<file path="src/hw/rtl/btff_pkg.sv">
// Shared constants, types and command codes for the boundary-tag allocator.
`default_nettype none
package btff_pkg;

  localparam int HEAP_WORDS = 1024;
  localparam int ADDR_W     = $clog2(HEAP_WORDS);
  localparam int TAG_W      = ADDR_W + 1;
  localparam int PTR_W      = ADDR_W + 4;
  localparam int SIZE_W     = ADDR_W + 3;
  localparam int CNT_W      = ADDR_W + 1;
  localparam int FIRST_BLK  = 4;
  localparam int MIN_SPLIT  = 4;
  localparam int TAG_WORDS  = 2;
  localparam int TOP_RESET  = 4;

  localparam logic OP_ALLOC = 1'b0;
  localparam logic OP_FREE  = 1'b1;

  typedef enum logic [3:0] {
    ST_CLEAR,
    ST_IDLE,
    ST_A_CHK,
    ST_A_EVAL,
    ST_A_GROW,
    ST_F_RD0,
    ST_F_S0,
    ST_F_S1,
    ST_F_S2,
    ST_F_S3,
    ST_F_SET,
    ST_MARK_H,
    ST_MARK_F,
    ST_PUSH
  } ctl_state_t;

  typedef enum logic [4:0] {
    DC_NOP,
    DC_CLEAR,
    DC_LOAD,
    DC_RD_P1,
    DC_STEP,
    DC_SET_EXACT,
    DC_SET_SPLIT,
    DC_SET_GROW,
    DC_SET_FAIL,
    DC_F_S0,
    DC_F_S1,
    DC_F_S2,
    DC_F_S3,
    DC_SET_FREE,
    DC_WR_H,
    DC_WR_F,
    DC_PUSH
  } dp_cmd_t;

  typedef struct packed {
    logic clr_done;
    logic p_lt_top;
    logic fit_exact;
    logic fit_split;
    logic grow_fail;
    logic has2;
  } dp_status_t;

endpackage
`default_nettype wire

</file>
<file path="src/hw/rtl/btff_ctrl.sv">
// Controller state machine of the allocator: sequences the walk, merges and tag writes.
`default_nettype none
module btff_ctrl (
  input  wire                   clk,
  input  wire                   rst_n,
  input  wire                   in_valid,
  output logic                  in_ready,
  output logic                  out_valid,
  input  wire                   out_ready,
  input  wire                   in_opcode,
  input  btff_pkg::dp_status_t  sts,
  output btff_pkg::dp_cmd_t     cmd
);

  btff_pkg::ctl_state_t state_r, state_nxt;
  logic                 out_valid_r, out_valid_nxt;

  assign in_ready  = (state_r == btff_pkg::ST_IDLE);
  assign out_valid = out_valid_r;

  always_ff @(posedge clk) begin
    if (!rst_n) begin
      state_r     <= btff_pkg::ST_CLEAR;
      out_valid_r <= 1'b0;
    end else begin
      state_r     <= state_nxt;
      out_valid_r <= out_valid_nxt;
    end
  end

  always_comb begin
    state_nxt     = state_r;
    cmd           = btff_pkg::DC_NOP;
    out_valid_nxt = out_valid_r && !out_ready;
    unique case (state_r)
      btff_pkg::ST_CLEAR: begin
        if (sts.clr_done) begin
          state_nxt = btff_pkg::ST_IDLE;
        end else begin
          cmd = btff_pkg::DC_CLEAR;
        end
      end
      btff_pkg::ST_IDLE: begin
        if (in_valid && in_ready) begin
          cmd       = btff_pkg::DC_LOAD;
          state_nxt = (in_opcode == btff_pkg::OP_FREE) ? btff_pkg::ST_F_RD0
                                                       : btff_pkg::ST_A_CHK;
        end
      end
      btff_pkg::ST_A_CHK: begin
        if (sts.p_lt_top) begin
          cmd       = btff_pkg::DC_RD_P1;
          state_nxt = btff_pkg::ST_A_EVAL;
        end else begin
          state_nxt = btff_pkg::ST_A_GROW;
        end
      end
      btff_pkg::ST_A_EVAL: begin
        priority if (sts.fit_exact) begin
          cmd       = btff_pkg::DC_SET_EXACT;
          state_nxt = btff_pkg::ST_MARK_H;
        end else if (sts.fit_split) begin
          cmd       = btff_pkg::DC_SET_SPLIT;
          state_nxt = btff_pkg::ST_MARK_H;
        end else begin
          cmd       = btff_pkg::DC_STEP;
          state_nxt = btff_pkg::ST_A_CHK;
        end
      end
      btff_pkg::ST_A_GROW: begin
        if (sts.grow_fail) begin
          cmd       = btff_pkg::DC_SET_FAIL;
          state_nxt = btff_pkg::ST_PUSH;
        end else begin
          cmd       = btff_pkg::DC_SET_GROW;
          state_nxt = btff_pkg::ST_MARK_H;
        end
      end
      btff_pkg::ST_F_RD0: begin
        cmd       = btff_pkg::DC_RD_P1;
        state_nxt = btff_pkg::ST_F_S0;
      end
      btff_pkg::ST_F_S0: begin
        cmd       = btff_pkg::DC_F_S0;
        state_nxt = btff_pkg::ST_F_S1;
      end
      btff_pkg::ST_F_S1: begin
        cmd       = btff_pkg::DC_F_S1;
        state_nxt = btff_pkg::ST_F_S2;
      end
      btff_pkg::ST_F_S2: begin
        cmd       = btff_pkg::DC_F_S2;
        state_nxt = btff_pkg::ST_F_S3;
      end
      btff_pkg::ST_F_S3: begin
        cmd       = btff_pkg::DC_F_S3;
        state_nxt = btff_pkg::ST_F_SET;
      end
      btff_pkg::ST_F_SET: begin
        cmd       = btff_pkg::DC_SET_FREE;
        state_nxt = btff_pkg::ST_MARK_H;
      end
      btff_pkg::ST_MARK_H: begin
        cmd       = btff_pkg::DC_WR_H;
        state_nxt = btff_pkg::ST_MARK_F;
      end
      btff_pkg::ST_MARK_F: begin
        cmd = btff_pkg::DC_WR_F;
        if (sts.has2) begin
          state_nxt = btff_pkg::ST_MARK_H;
        end else begin
          state_nxt = btff_pkg::ST_PUSH;
        end
      end
      btff_pkg::ST_PUSH: begin
        // The result waits here until the output register is free or being emptied.
        if (!out_valid_r || out_ready) begin
          cmd           = btff_pkg::DC_PUSH;
          out_valid_nxt = 1'b1;
          state_nxt     = btff_pkg::ST_IDLE;
        end
      end
      default: state_nxt = btff_pkg::ST_IDLE;
    endcase
  end

endmodule
`default_nettype wire

</file>
<file path="config.mk">
export PLATFORM = sky130hd
export DESIGN_NAME = btff_ctrl
export DESIGN_NICKNAME = d
export VERILOG_FILES = /design/src/hw/rtl/btff_pkg.sv /design/src/hw/rtl/btff_ctrl.sv
export SDC_FILE = /design/constraint.sdc
export NUM_CORES = 1
export LEC_CHECK = 0
export BUFFER_PORTS_ARGS = -buffer_cell sky130_fd_sc_hd__clkbuf_2
export CORE_AREA = 4 4 41 43
export DETAILED_ROUTE_END_ITERATION = 12
export DIE_AREA = 0 0 45 47
export PLACE_DENSITY_LB_ADDON = 0.25
export SYNTH_ARGS = -nofsm -noshare
export SYNTH_HDL_FRONTEND = slang
export SYNTH_SLANG_ARGS = --single-unit
</file>
<file path="constraint.sdc">
create_clock -name clk -period 1.6 [get_ports clk]
set_clock_uncertainty 0.05 [all_clocks]
set_input_delay 0.08 -clock clk [delete_from_list [all_inputs] [get_ports clk]]
set_output_delay 0.08 -clock clk [all_outputs]
set_load 0.02 [all_outputs]
</file>
==> Yosys cells after proc, flatten, opt, wreduce, memory -nomap -nowiden <==
Index checks and enable logic that the tools add are counted.
{ "word_totals": {"regBits": 5, "input_bits": 11, "out_inout_bits": 7} }
{ "classes": {"eq_ne": 16, "mux": 20, "reduce_logical": 7} }
{ "op_table": {"columns": ["cell", "count"], "rows": [
  ["$pmux W5 S14", 1],
  ["$pmux W4 S14", 1],
  ["$eq A4 B4 Y1 const B", 6],
  ["$mux W4", 6],
  ["$eq A4 B3 Y1 const B", 4],
  ["$mux W3", 4],
  ["$eq A4 B2 Y1 const B", 2],
  ["$mux W2", 4],
  ["$mux W5", 1],
  ["$eq A4 B1 Y1 const B", 1],
  ["$logic_not A4 Y1", 1],
  ["$ne A2 B2 Y1 const B", 2],
  ["$mux W1", 3],
  ["$reduce_and A3 Y1", 1],
  ["$logic_and A1 B1 Y1", 2],
  ["$logic_not A1 Y1", 2],
  ["$ne A2 B1 Y1 const B", 1],
  ["$logic_or A1 B1 Y1", 1]
]} }

==> Longest topological paths before layout <==
Gate-level depths: netlist (run 1).
{ "logic_depth": {"word_depth": 4, "mapped_depth": 6, "mapped_depth_nobuf": 4} }

==> Least setup slack after synthesis (run 1) <==
OpenSTA, ideal clock, no wires.
{ "synth_path": {"path_type": "register -> output", "from": "register state_r[0]", "to": "output cmd[3]", "arrival_ns": 1.368, "path_slack_ns": 0.102, "stages_incl_launch_ff": 6, "n_path_buf": 2, "path_cell_list": "dfxtp_1 buf_2 buf_2 a22oi_1 nor2_1 nor3_1"} }
{ "synth_between": {"elab_chain_cells": 2, "elab_cells_between_ends": 15} }
{ "synth_lines": {"columns": ["item", "line_no", "rtl"], "rows": [
  ["start, declared", "btff_ctrl.sv:15", "btff_pkg::ctl_state_t state_r, state_nxt;"],
  ["start signal, assigned", "btff_ctrl.sv:23", "state_r <= btff_pkg::ST_CLEAR;"],
  ["start signal, assigned", "btff_ctrl.sv:26", "state_r <= state_nxt;"],
  ["$eq A4 B4 Y1 (tied with other cells)", "btff_ctrl.sv:35", "unique case (state_r)"],
  ["$pmux W5 S14 (*)", "btff_ctrl.sv:35", null],
  ["end, declared", "btff_ctrl.sv:12", "output btff_pkg::dp_cmd_t cmd"]
]} }
Every way passes the cells marked *; elsewhere a longest branch is shown, timed or not.

==> Final worst setup path (run 1) <==
{ "layout_path": {"from": "register state_r[2]", "to": "output cmd[0]"} }
The elaborated chain is that of the path after synthesis.

==> flow_metrics.py, run 1 <==
metrics = {
    "run_status": {
        "status": "complete, no violations",
    },
    "floorplan": {
        "ios": 18,
        "rows": 13,
        "core_um2": 1300,
        "die-height_um": 47,
        "die-area_um2": 2120,
        "initial_core_util_pct": 46.2,
        "die_x_um": 45,
    },
    "pwr": {
        "comb_power_share_pct": 44.0,
        "sw_frac_of_total_pct": 33.2,
        "p_switching_mw": 0.165,
        "p_int_mw": 0.332,
        "seq_power_share_pct": 27.9,
        "total_power_mw": 0.497,
        "p_leak_nw": 0.455,
        "irDropWorstVdd_mv": 0.432,
        "clkPwrFrac_pct": 28.1,
        "powerDensity_nw_per_um2": 518,
    },
    "placed_design": {
        "pre_cts_ws_ps": 48.4,
        "placed_area_um2": 771,
        "dpl.hpwl_um": 1370,
        "placedCellCount": 126,
        "portBuffers": 17,
        "gp_congestion": 0.902,
    },
    "yosys": {
        "synth_top_cell_area_share_pct": 16.7,
        "yosysSeqAreaShare_pct": 16.7,
        "synth_flop_cell": "dfxtp_1",
        "synth_nets": 99,
        "synth_area_leader_cell": "dfxtp_1",
        "netlist_area_um2": 601,
        "syn_avg_cell_area_um2": 6.82,
        "async_reset_ff_share_pct": 0,
        "synthCells": 88,
        "synth-edff-count": 0,
        "synth_warnings": 0,
        "ys_top_cells_by_area": "dfxtp_1 17%, o21ai_0 8.3%, a21oi_1 6.7%",
        "synth_cell_types": 39,
        "synth-seq-cells": 5,
    },
    "min_path": {
        "holdCritPathClass": "in -> reg",
    },
    "timing": {
        "setup_viol": 0,
        "min_period_over_period_pct": 99.9,
        "fin_tns_setup_ps": 0,
        "fin_crit_ps": 1600,
        "tightest_slew_ps": 353,
        "report.final.hold_viol_count": 0,
        "drv_slew": 0,
        "rsz0062_at_grt": "true",
        "fin_ws_ps": 0.889,
        "max_freq_mhz": 625,
        "whs_ps": 64.7,
        "maxSlewHeadroom_pct": 76.4,
    },
    "finish": {
        "final-instance-count-excl-fill": 140,
        "fin_area_um2": 961,
        "syn_to_final_growth_pct": 60.0,
        "final_cell_mix": "25 x buf_4, 13 x clkbuf_2, 9 x o21ai_0",
        "drive_gt1_share_pct": 46.4,
        "final_nets": 137,
        "diodes": 0,
        "postLayoutCoreUtil_pct": 73.8,
        "layout_commonest_cell": "buf_4",
    },
    "worst_setup_path": {
        "critical_path_arrival_ps": 1470,
        "startpoint_type": "register",
        "criticalPathCategory": "reg -> out",
        "required_ps": 1470,
        "path_max_fanout": 6,
        "end_kind": "primary output",
    },
    "clock_network": {
        "clkSlewWorstSetupHoldPaths_ps": 40,
        "htree_levels": 1,
        "cts_buffers": 3,
        "clk-insertion-delay-late_ps": 230,
        "cts_root_buf": "clkbuf_4",
        "cts.sinks": 5,
        "cts_tree": "done",
        "cts_buffer_depth": 2,
    },
    "global_route": {
        "grt_pass1_vias": 752,
        "antenna_found_initial": 0,
        "grtUsageTotal_pct": 21.7,
        "grt_pass1_wl_um": 3340,
        "grt_max_degree": 14,
        "globalRouteOverflowTotal": 0,
    },
    "routing": {
        "drt_pass1_iterations": 4,
        "routedWlPerCell_um": 14.7,
        "vias": 827,
        "drt_iter0_drc": 25,
        "antenna_left": 0,
        "viasPerCell": 5.91,
        "wirelength_um": 2060,
        "drcViolationCount": 0,
    },
    "run": {
        "cap_violations": 0,
    },
}
==> final cells by class <==
cell class | count | area [µm²]
Multi-Input combinational cell | 70 | 485
Fill cell | 101 | 340
Timing Repair Buffer | 42 | 300
Sequential cell | 5 | 115
Clock buffer | 4 | 26.3
Tap cell | 15 | 18.8
Inverter | 4 | 15.0
==> per-layer routing <==
metal / global-route usage, % / part of all wire, %
met1: 25.7 / 40
met2: 37.6 / 54
met3: 2.30 / 4.3
met4: 13.5 / 1.9
met5: 0 / 0
==> flip-flops by register name, summed over array words and instances (netlist names) <==
register,cells
out_valid,1
state_r,4
==> final timing paths <==
check / slack (ps) / cells past startpoint / startpoint / end
max: 0.9 / 6 / state_r[2] / cmd[0]
min: 60 / 2 / rst_n / state_r[1]
max reg2reg: 40 / 6 / state_r[0] / state_r[1]
min reg2reg: 480 / 2 / out_valid / out_valid
==> worst max-delay path, stage by stage (launching register included) <==
cell and delay (ps):
dfxtp_4 380, buf_4 130, nor2_1 40, o21bai_1 120
a21oi_1 80, a311o_1 320, buf_4 160
==> synth_stat cells (3+ instances only) <==
cell type / count
nand2_1: 3
dfxtp_1: 5
a21oi_1: 8
buf_2: 7
nor2b_1: 4
nor2_1: 8
o21ai_0: 10
inv_1: 4
nor3_1: 4
==> kinds of logic (layout without fill, tap and decap cells) <==
group / count (synthesis) / count (layout) / synth area share, %
mux: 1 / 1 / 1.67
simple gates: 29 / 29 / 26.3
compound gates: 38 / 38 / 42.3
buf+inv: 13 / 50 / 10.2
xor+xnor: 2 / 2 / 2.92
flops: 5 / 5 / 16.7
==> power groups by stage <==
stage	logic [mW]	registers (mW)	clock network [mW]
after global routing	0.238	0.140	0.159
after detailed placement	0.160	0.148	0
after floorplan	0.113	0.136	0
after CTS	0.195	0.138	0.149
final	0.219	0.139	0.140
after global placement	0.159	0.148	0
==> timing repair <==
item | in CTS | in global routing
buffers inserted | 6 | 4
hold buffers | 0 | 0
pin swaps | 4 | 2
endpoints found under the setup margin | 6 | 5
gates cloned | 0 | 0
gates resized for setup | 18 | 12
(Power assumes the default switching activity.)
==> run 2: changes to the inputs <==
--- a/config.mk
+++ b/config.mk
@@ -6,9 +6,10 @@
 export NUM_CORES = 1
 export LEC_CHECK = 0
 export BUFFER_PORTS_ARGS = -buffer_cell sky130_fd_sc_hd__clkbuf_2
-export CORE_AREA = 4 4 41 43
+export CORE_MARGIN = 4
+export CORE_UTILIZATION = 31
 export DETAILED_ROUTE_END_ITERATION = 12
-export DIE_AREA = 0 0 45 47
+export HOLD_SLACK_MARGIN = 0.02
 export PLACE_DENSITY_LB_ADDON = 0.25
 export SYNTH_ARGS = -nofsm -noshare
 export SYNTH_HDL_FRONTEND = slang
==> flow_metrics.py, run 2 (synthesis results as in run 1) <==
metrics = {
    "run_status": {
        "status": "complete, no violations",
    },
    "finish": {
        "register_area_um2": 115,
        "postLayoutCoreUtil_pct": 57.3,
        "fin_area_um2": 1020,
        "final_nets": 140,
        "final_cell_mix": "28 x buf_4, 13 x clkbuf_2, 9 x o21ai_0",
        "syn_to_final_growth_pct": 70.0,
        "diodes": 0,
        "layout_commonest_cell": "buf_4",
        "drive_gt1_share_pct": 50.0,
        "top_register": "state_r",
        "n_fill_cell": 178,
        "multi_input_area_um2": 508,
        "largest_reg_flops": 4,
    },
    "placed_design": {
        "gp_congestion": 0.811,
        "portBuffers": 17,
        "placed_area_um2": 828,
        "dpl.hpwl_um": 1400,
        "pre_cts_ws_ps": 20.5,
    },
    "global_route": {
        "globalRouteOverflowTotal": 0,
        "grt_max_degree": 13,
        "grt_pass1_vias": 781,
        "grtUsageTotal_pct": 16.0,
        "grt_pass1_wl_um": 3250,
        "antenna_found_initial": 0,
    },
    "pwr": {
        "irDropWorstVdd_mv": 0.567,
        "powerDensity_nw_per_um2": 493,
        "p_leak_nw": 0.488,
    },
    "floorplan": {
        "ios": 18,
        "die-area_um2": 2710,
        "initial_core_util_pct": 33.7,
        "die-height_um": 52.0,
        "rows": 15,
        "die_x_um": 52.0,
        "core_um2": 1780,
    },
    "clock_network": {
        "cts_root_buf": "clkbuf_4",
        "cts.sinks": 5,
        "cts_buffers": 3,
        "clkSlewWorstSetupHoldPaths_ps": 40,
        "cts_tree": "done",
        "clk-insertion-delay-late_ps": 240,
        "htree_levels": 1,
        "cts_buffer_depth": 2,
    },
    "worst_setup_path": {
        "critPathSlowestCell": "dfxtp_4",
        "rrSetupSlack_ps": 130,
        "criticalPathCategory": "reg -> out",
        "end_kind": "primary output",
        "critical_path_arrival_ps": 1470,
        "path_buf_inv": 2,
        "required_ps": 1470,
        "cp_cell_sequence": "buf_4, o21ai_4, a21oi_4, a311o_1, buf_4",
        "startpoint_type": "register",
        "cpMostUsedCell": "buf_4",
        "cpLargestDelayFamily": "compound AO/OA/AOI/OAI gates",
        "worst_path_largest_cell_delay_ps": 360,
        "path_max_fanout": 7,
    },
    "routing": {
        "viasPerCell": 5.18,
        "drt_iter0_drc": 11,
        "routedWlPerCell_um": 12.9,
        "vias": 793,
        "drt_pass1_iterations": 4,
        "antenna_left": 0,
        "wirelength_um": 1980,
        "drcViolationCount": 0,
    },
    "timing": {
        "drv_slew": 0,
        "fin_ws_ps": 0.0123,
        "maxSlewHeadroom_pct": 82.7,
        "fin_crit_ps": 1600,
        "rsz0062_at_grt": "true",
        "whs_ps": 62.1,
        "fin_tns_setup_ps": 0,
        "report.final.hold_viol_count": 0,
        "min_period_over_period_pct": 100,
        "setup_viol": 0,
        "max_freq_mhz": 625,
        "tightest_slew_ps": 259,
    },
    "min_path": {
        "holdCritPathClass": "in -> reg",
    },
    "run": {
        "cap_violations": 0,
    },
}
[run 2: changes by cell type in the layout (fill, tap and decap cells not counted), moves of 2 or more]
cell,previous run,this run
o22ai_2,0,2
o22ai_1,2,0
buf_4,25,28
buf_6,3,1
[run 2: metrics by stage]
step,power (mW),cells
floorplan,0.250,88
global placement,0.326,142
detailed placement,0.327,142
CTS,0.493,153
global route,0.548,153
finish,0.503,153
[run 2: final cells by class]
cell class,instances,area share [%]
clock buffer,4,2.57
inverter,4,1.47
multi-input combinational,70,49.8
sequential,5,11.3
tap,25,3.06
timing repair buffer,45,31.9
[run 2: power by group]
| group | switching, mW | internal (mW) |
|---|---|---|
| registers | 0.0115 | 0.128 |
| clock network | 0.0470 | 0.0940 |
| logic | 0.109 | 0.113 |
[run 2: what timing repair did]
| action | CTS | global route |
|---|---|---|
| hold buffers | 0 | 0 |
| pin swaps | 4 | 3 |
| buffers inserted | 7 | 0 |
| gates resized for setup | 17 | 15 |
| setup endpoints to repair | 5 | 4 |
[run 2: metal layers]
layer,wire length [µm],track usage (%),part of all wire (%)
met4,0,3.49,0
met2,989,28.7,50
met1,890,18.8,45
met3,98,4.30,5.0
met5,0,0,0
[run 2: worst paths after layout]
check,cells past startpoint,startpoint,end
min,2,rst_n,state_r[1]
max,5,state_r[0],cmd[0]
max reg2reg,6,state_r[1],state_r[2]
min reg2reg,2,out_valid,out_valid
==> run 3: changes to the inputs <==
--- a/config.mk
+++ b/config.mk
@@ -14,3 +14,4 @@
 export SYNTH_ARGS = -nofsm -noshare
 export SYNTH_HDL_FRONTEND = slang
 export SYNTH_SLANG_ARGS = --single-unit
+export TNS_END_PERCENT = 50
==> constraint.sdc (replaced) <==
create_clock -name clk -period 1.6 [get_ports clk]
set_clock_uncertainty 0.05 [all_clocks]
set_input_delay 0.32 -clock clk [delete_from_list [all_inputs] [get_ports clk]]
set_output_delay 0.32 -clock clk [all_outputs]
set_load 0.02 [all_outputs]
==> flow_metrics.py, run 3 (synthesis results as in run 1) <==
metrics = {
    "worst_setup_path": {
        "worst_path_largest_cell_delay_ps": 370,
        "path_max_fanout": 8,
        "reg2reg_to": "state_r[1]",
        "timing.reg2reg.worst_path_depth": 6,
        "end_kind": "primary output",
        "critical_path_arrival_ps": 1470,
        "startpoint_type": "register",
        "regToRegStartpoint": "state_r[2]",
        "cp_cell_sequence": "buf_12, mux2i_1, a21oi_1, a311o_1, clkbuf_8",
        "required_ps": 1230,
        "criticalPathCategory": "reg -> out",
        "critPathSlowestCell": "dfxtp_4",
        "rrSetupSlack_ps": 60,
    },
    "global_route": {
        "antenna_found_initial": 0,
        "grt_pass1_vias": 833,
        "globalRouteOverflowTotal": 0,
        "grt_max_degree": 12,
        "grt_pass1_wl_um": 3520,
        "grtUsageTotal_pct": 17.5,
    },
    "finish": {
        "final-instance-count-excl-fill": 151,
        "final_nets": 138,
        "top_register": "state_r",
        "diodes": 0,
        "syn_to_final_growth_pct": 66.3,
        "final_cell_mix": "26 x buf_4, 11 x clkbuf_2, 9 x o21ai_0",
        "drive_gt1_share_pct": 47.6,
        "largest_reg_flops": 4,
        "layout_commonest_cell": "buf_4",
    },
    "floorplan": {
        "die-height_um": 52.0,
        "ios": 18,
        "die_x_um": 52.0,
        "die-area_um2": 2710,
        "rows": 15,
        "initial_core_util_pct": 33.7,
        "core_um2": 1780,
    },
    "clock_network": {
        "clk-insertion-delay-late_ps": 240,
        "cts.sinks": 5,
        "ctsHoldBuffers": 0,
        "htree_levels": 1,
        "cts_tree": "done",
        "cts_buffer_depth": 2,
        "cts_root_buf": "clkbuf_4",
        "clkSlewWorstSetupHoldPaths_ps": 40,
        "cts_buffers": 3,
    },
    "routing": {
        "routedWlPerCell_um": 14.4,
        "wl_met1_um": 890,
        "drcViolationCount": 0,
        "viasPerCell": 5.48,
        "wirelength_um": 2170,
        "wl_met3_um": 182,
        "highest_layer": "met4",
        "vias": 827,
        "drt_iter0_drc": 25,
        "drt_pass1_iterations": 4,
        "antenna_left": 0,
        "route.met2.wl_um": 1060,
    },
    "timing": {
        "setup_viol": 6,
        "drv_slew": 0,
        "fin_ws_ps": -238,
        "fin_crit_ps": 1840,
        "rsz0062_at_grt": "true",
        "min_period_over_period_pct": 115,
        "report.final.hold_viol_count": 0,
        "fin_tns_setup_ps": -870,
        "tightest_slew_ps": 275,
        "maxSlewHeadroom_pct": 81.6,
        "max_freq_mhz": 544,
    },
    "pwr": {
        "clkPwrFrac_pct": 27.8,
        "irDropWorstVdd_mv": 0.467,
        "sw_frac_of_total_pct": 33.2,
        "total_power_mw": 0.514,
        "p_leak_nw": 0.469,
        "comb_power_share_pct": 44.7,
        "powerDensity_nw_per_um2": 515,
        "p_int_mw": 0.344,
        "seq_power_share_pct": 27.5,
        "p_switching_mw": 0.170,
    },
    "min_path": {
        "holdPathEnd": "state_r[2]",
        "holdCritPathClass": "in -> reg",
        "hp-start": "rst_n",
        "hold_depth": 3,
    },
    "placed_design": {
        "gp_congestion": 0.811,
        "placedCellCount": 142,
        "dpl.hpwl_um": 1460,
        "pre_cts_ws_ps": -183,
        "portBuffers": 17,
    },
    "run_status": {
        "violations": "negative setup slack",
        "status": "finished with violations",
    },
    "run": {
        "cap_violations": 0,
    },
}
run 3: critical path: cells and delay by family, from the launching register on:
kind / cells / cell delay, ps
buf+inv: 2 / 290
flops: 1 / 370
compound gates: 2 / 380
mux: 1 / 190
run 3: how the worst max path moves through the flow:
stage,from,end,cells past startpoint,slack [ps]
3_5_place_dp,state_r[1],cmd[1],4,-180
5_1_grt,state_r[2],cmd[0],5,-290
6_report,state_r[2],cmd[0],5,-240
2_1_floorplan,state_r[3],cmd[1],5,-20
3_3_place_gp,state_r[1],cmd[1],4,-170
4_1_cts,state_r[2],cmd[0],5,-250
run 3: timing repair:
action | CTS | global route
endpoints found under the hold margin | 0 | 0
resized for setup | 25 | 9
setup buffers | 6 | 0
pin swaps | 6 | 1
endpoints found under the setup margin | 7 | 7
run 3: per-stage QoR:
stage / utilization (%) / area, µm² / hold WS (ps)
after floorplan: - / 606 / 403
final: 56.0 / 998 / 305
after detailed placement: 47.4 / 846 / 481
after global placement: 47.4 / 846 / 464
after CTS: 54.8 / 977 / 276
after global routing: 56.0 / 998 / 298
run 3: area by class of cell:
| type | count | area (µm²) |
|---|---|---|
| inverters | 4 | 15.0 |
| fillers | 178 | 785 |
| repair buffers | 43 | 332 |
| well taps | 25 | 31.3 |
| clock buffers | 4 | 26.3 |
| multi-input cells | 70 | 479 |
| flip-flops and latches | 5 | 115 |
run 3: metal layers:
layer  vias to the layer above  track usage (%)
met4                         0             10.5
met3                         6             3.44
met5                         -                0
met2                        43             28.9
met1                       376             20.6
li1                        402                -
run 3: power groups by stage:
stage | Combinational (mW) | Clock [mW] | Sequential, mW
finish | 0.230 | 0.143 | 0.142
global route | 0.246 | 0.168 | 0.142
CTS | 0.217 | 0.155 | 0.141
detailed placement | 0.191 | 0 | 0.145
global placement | 0.189 | 0 | 0.146
floorplan | 0.114 | 0 | 0.136
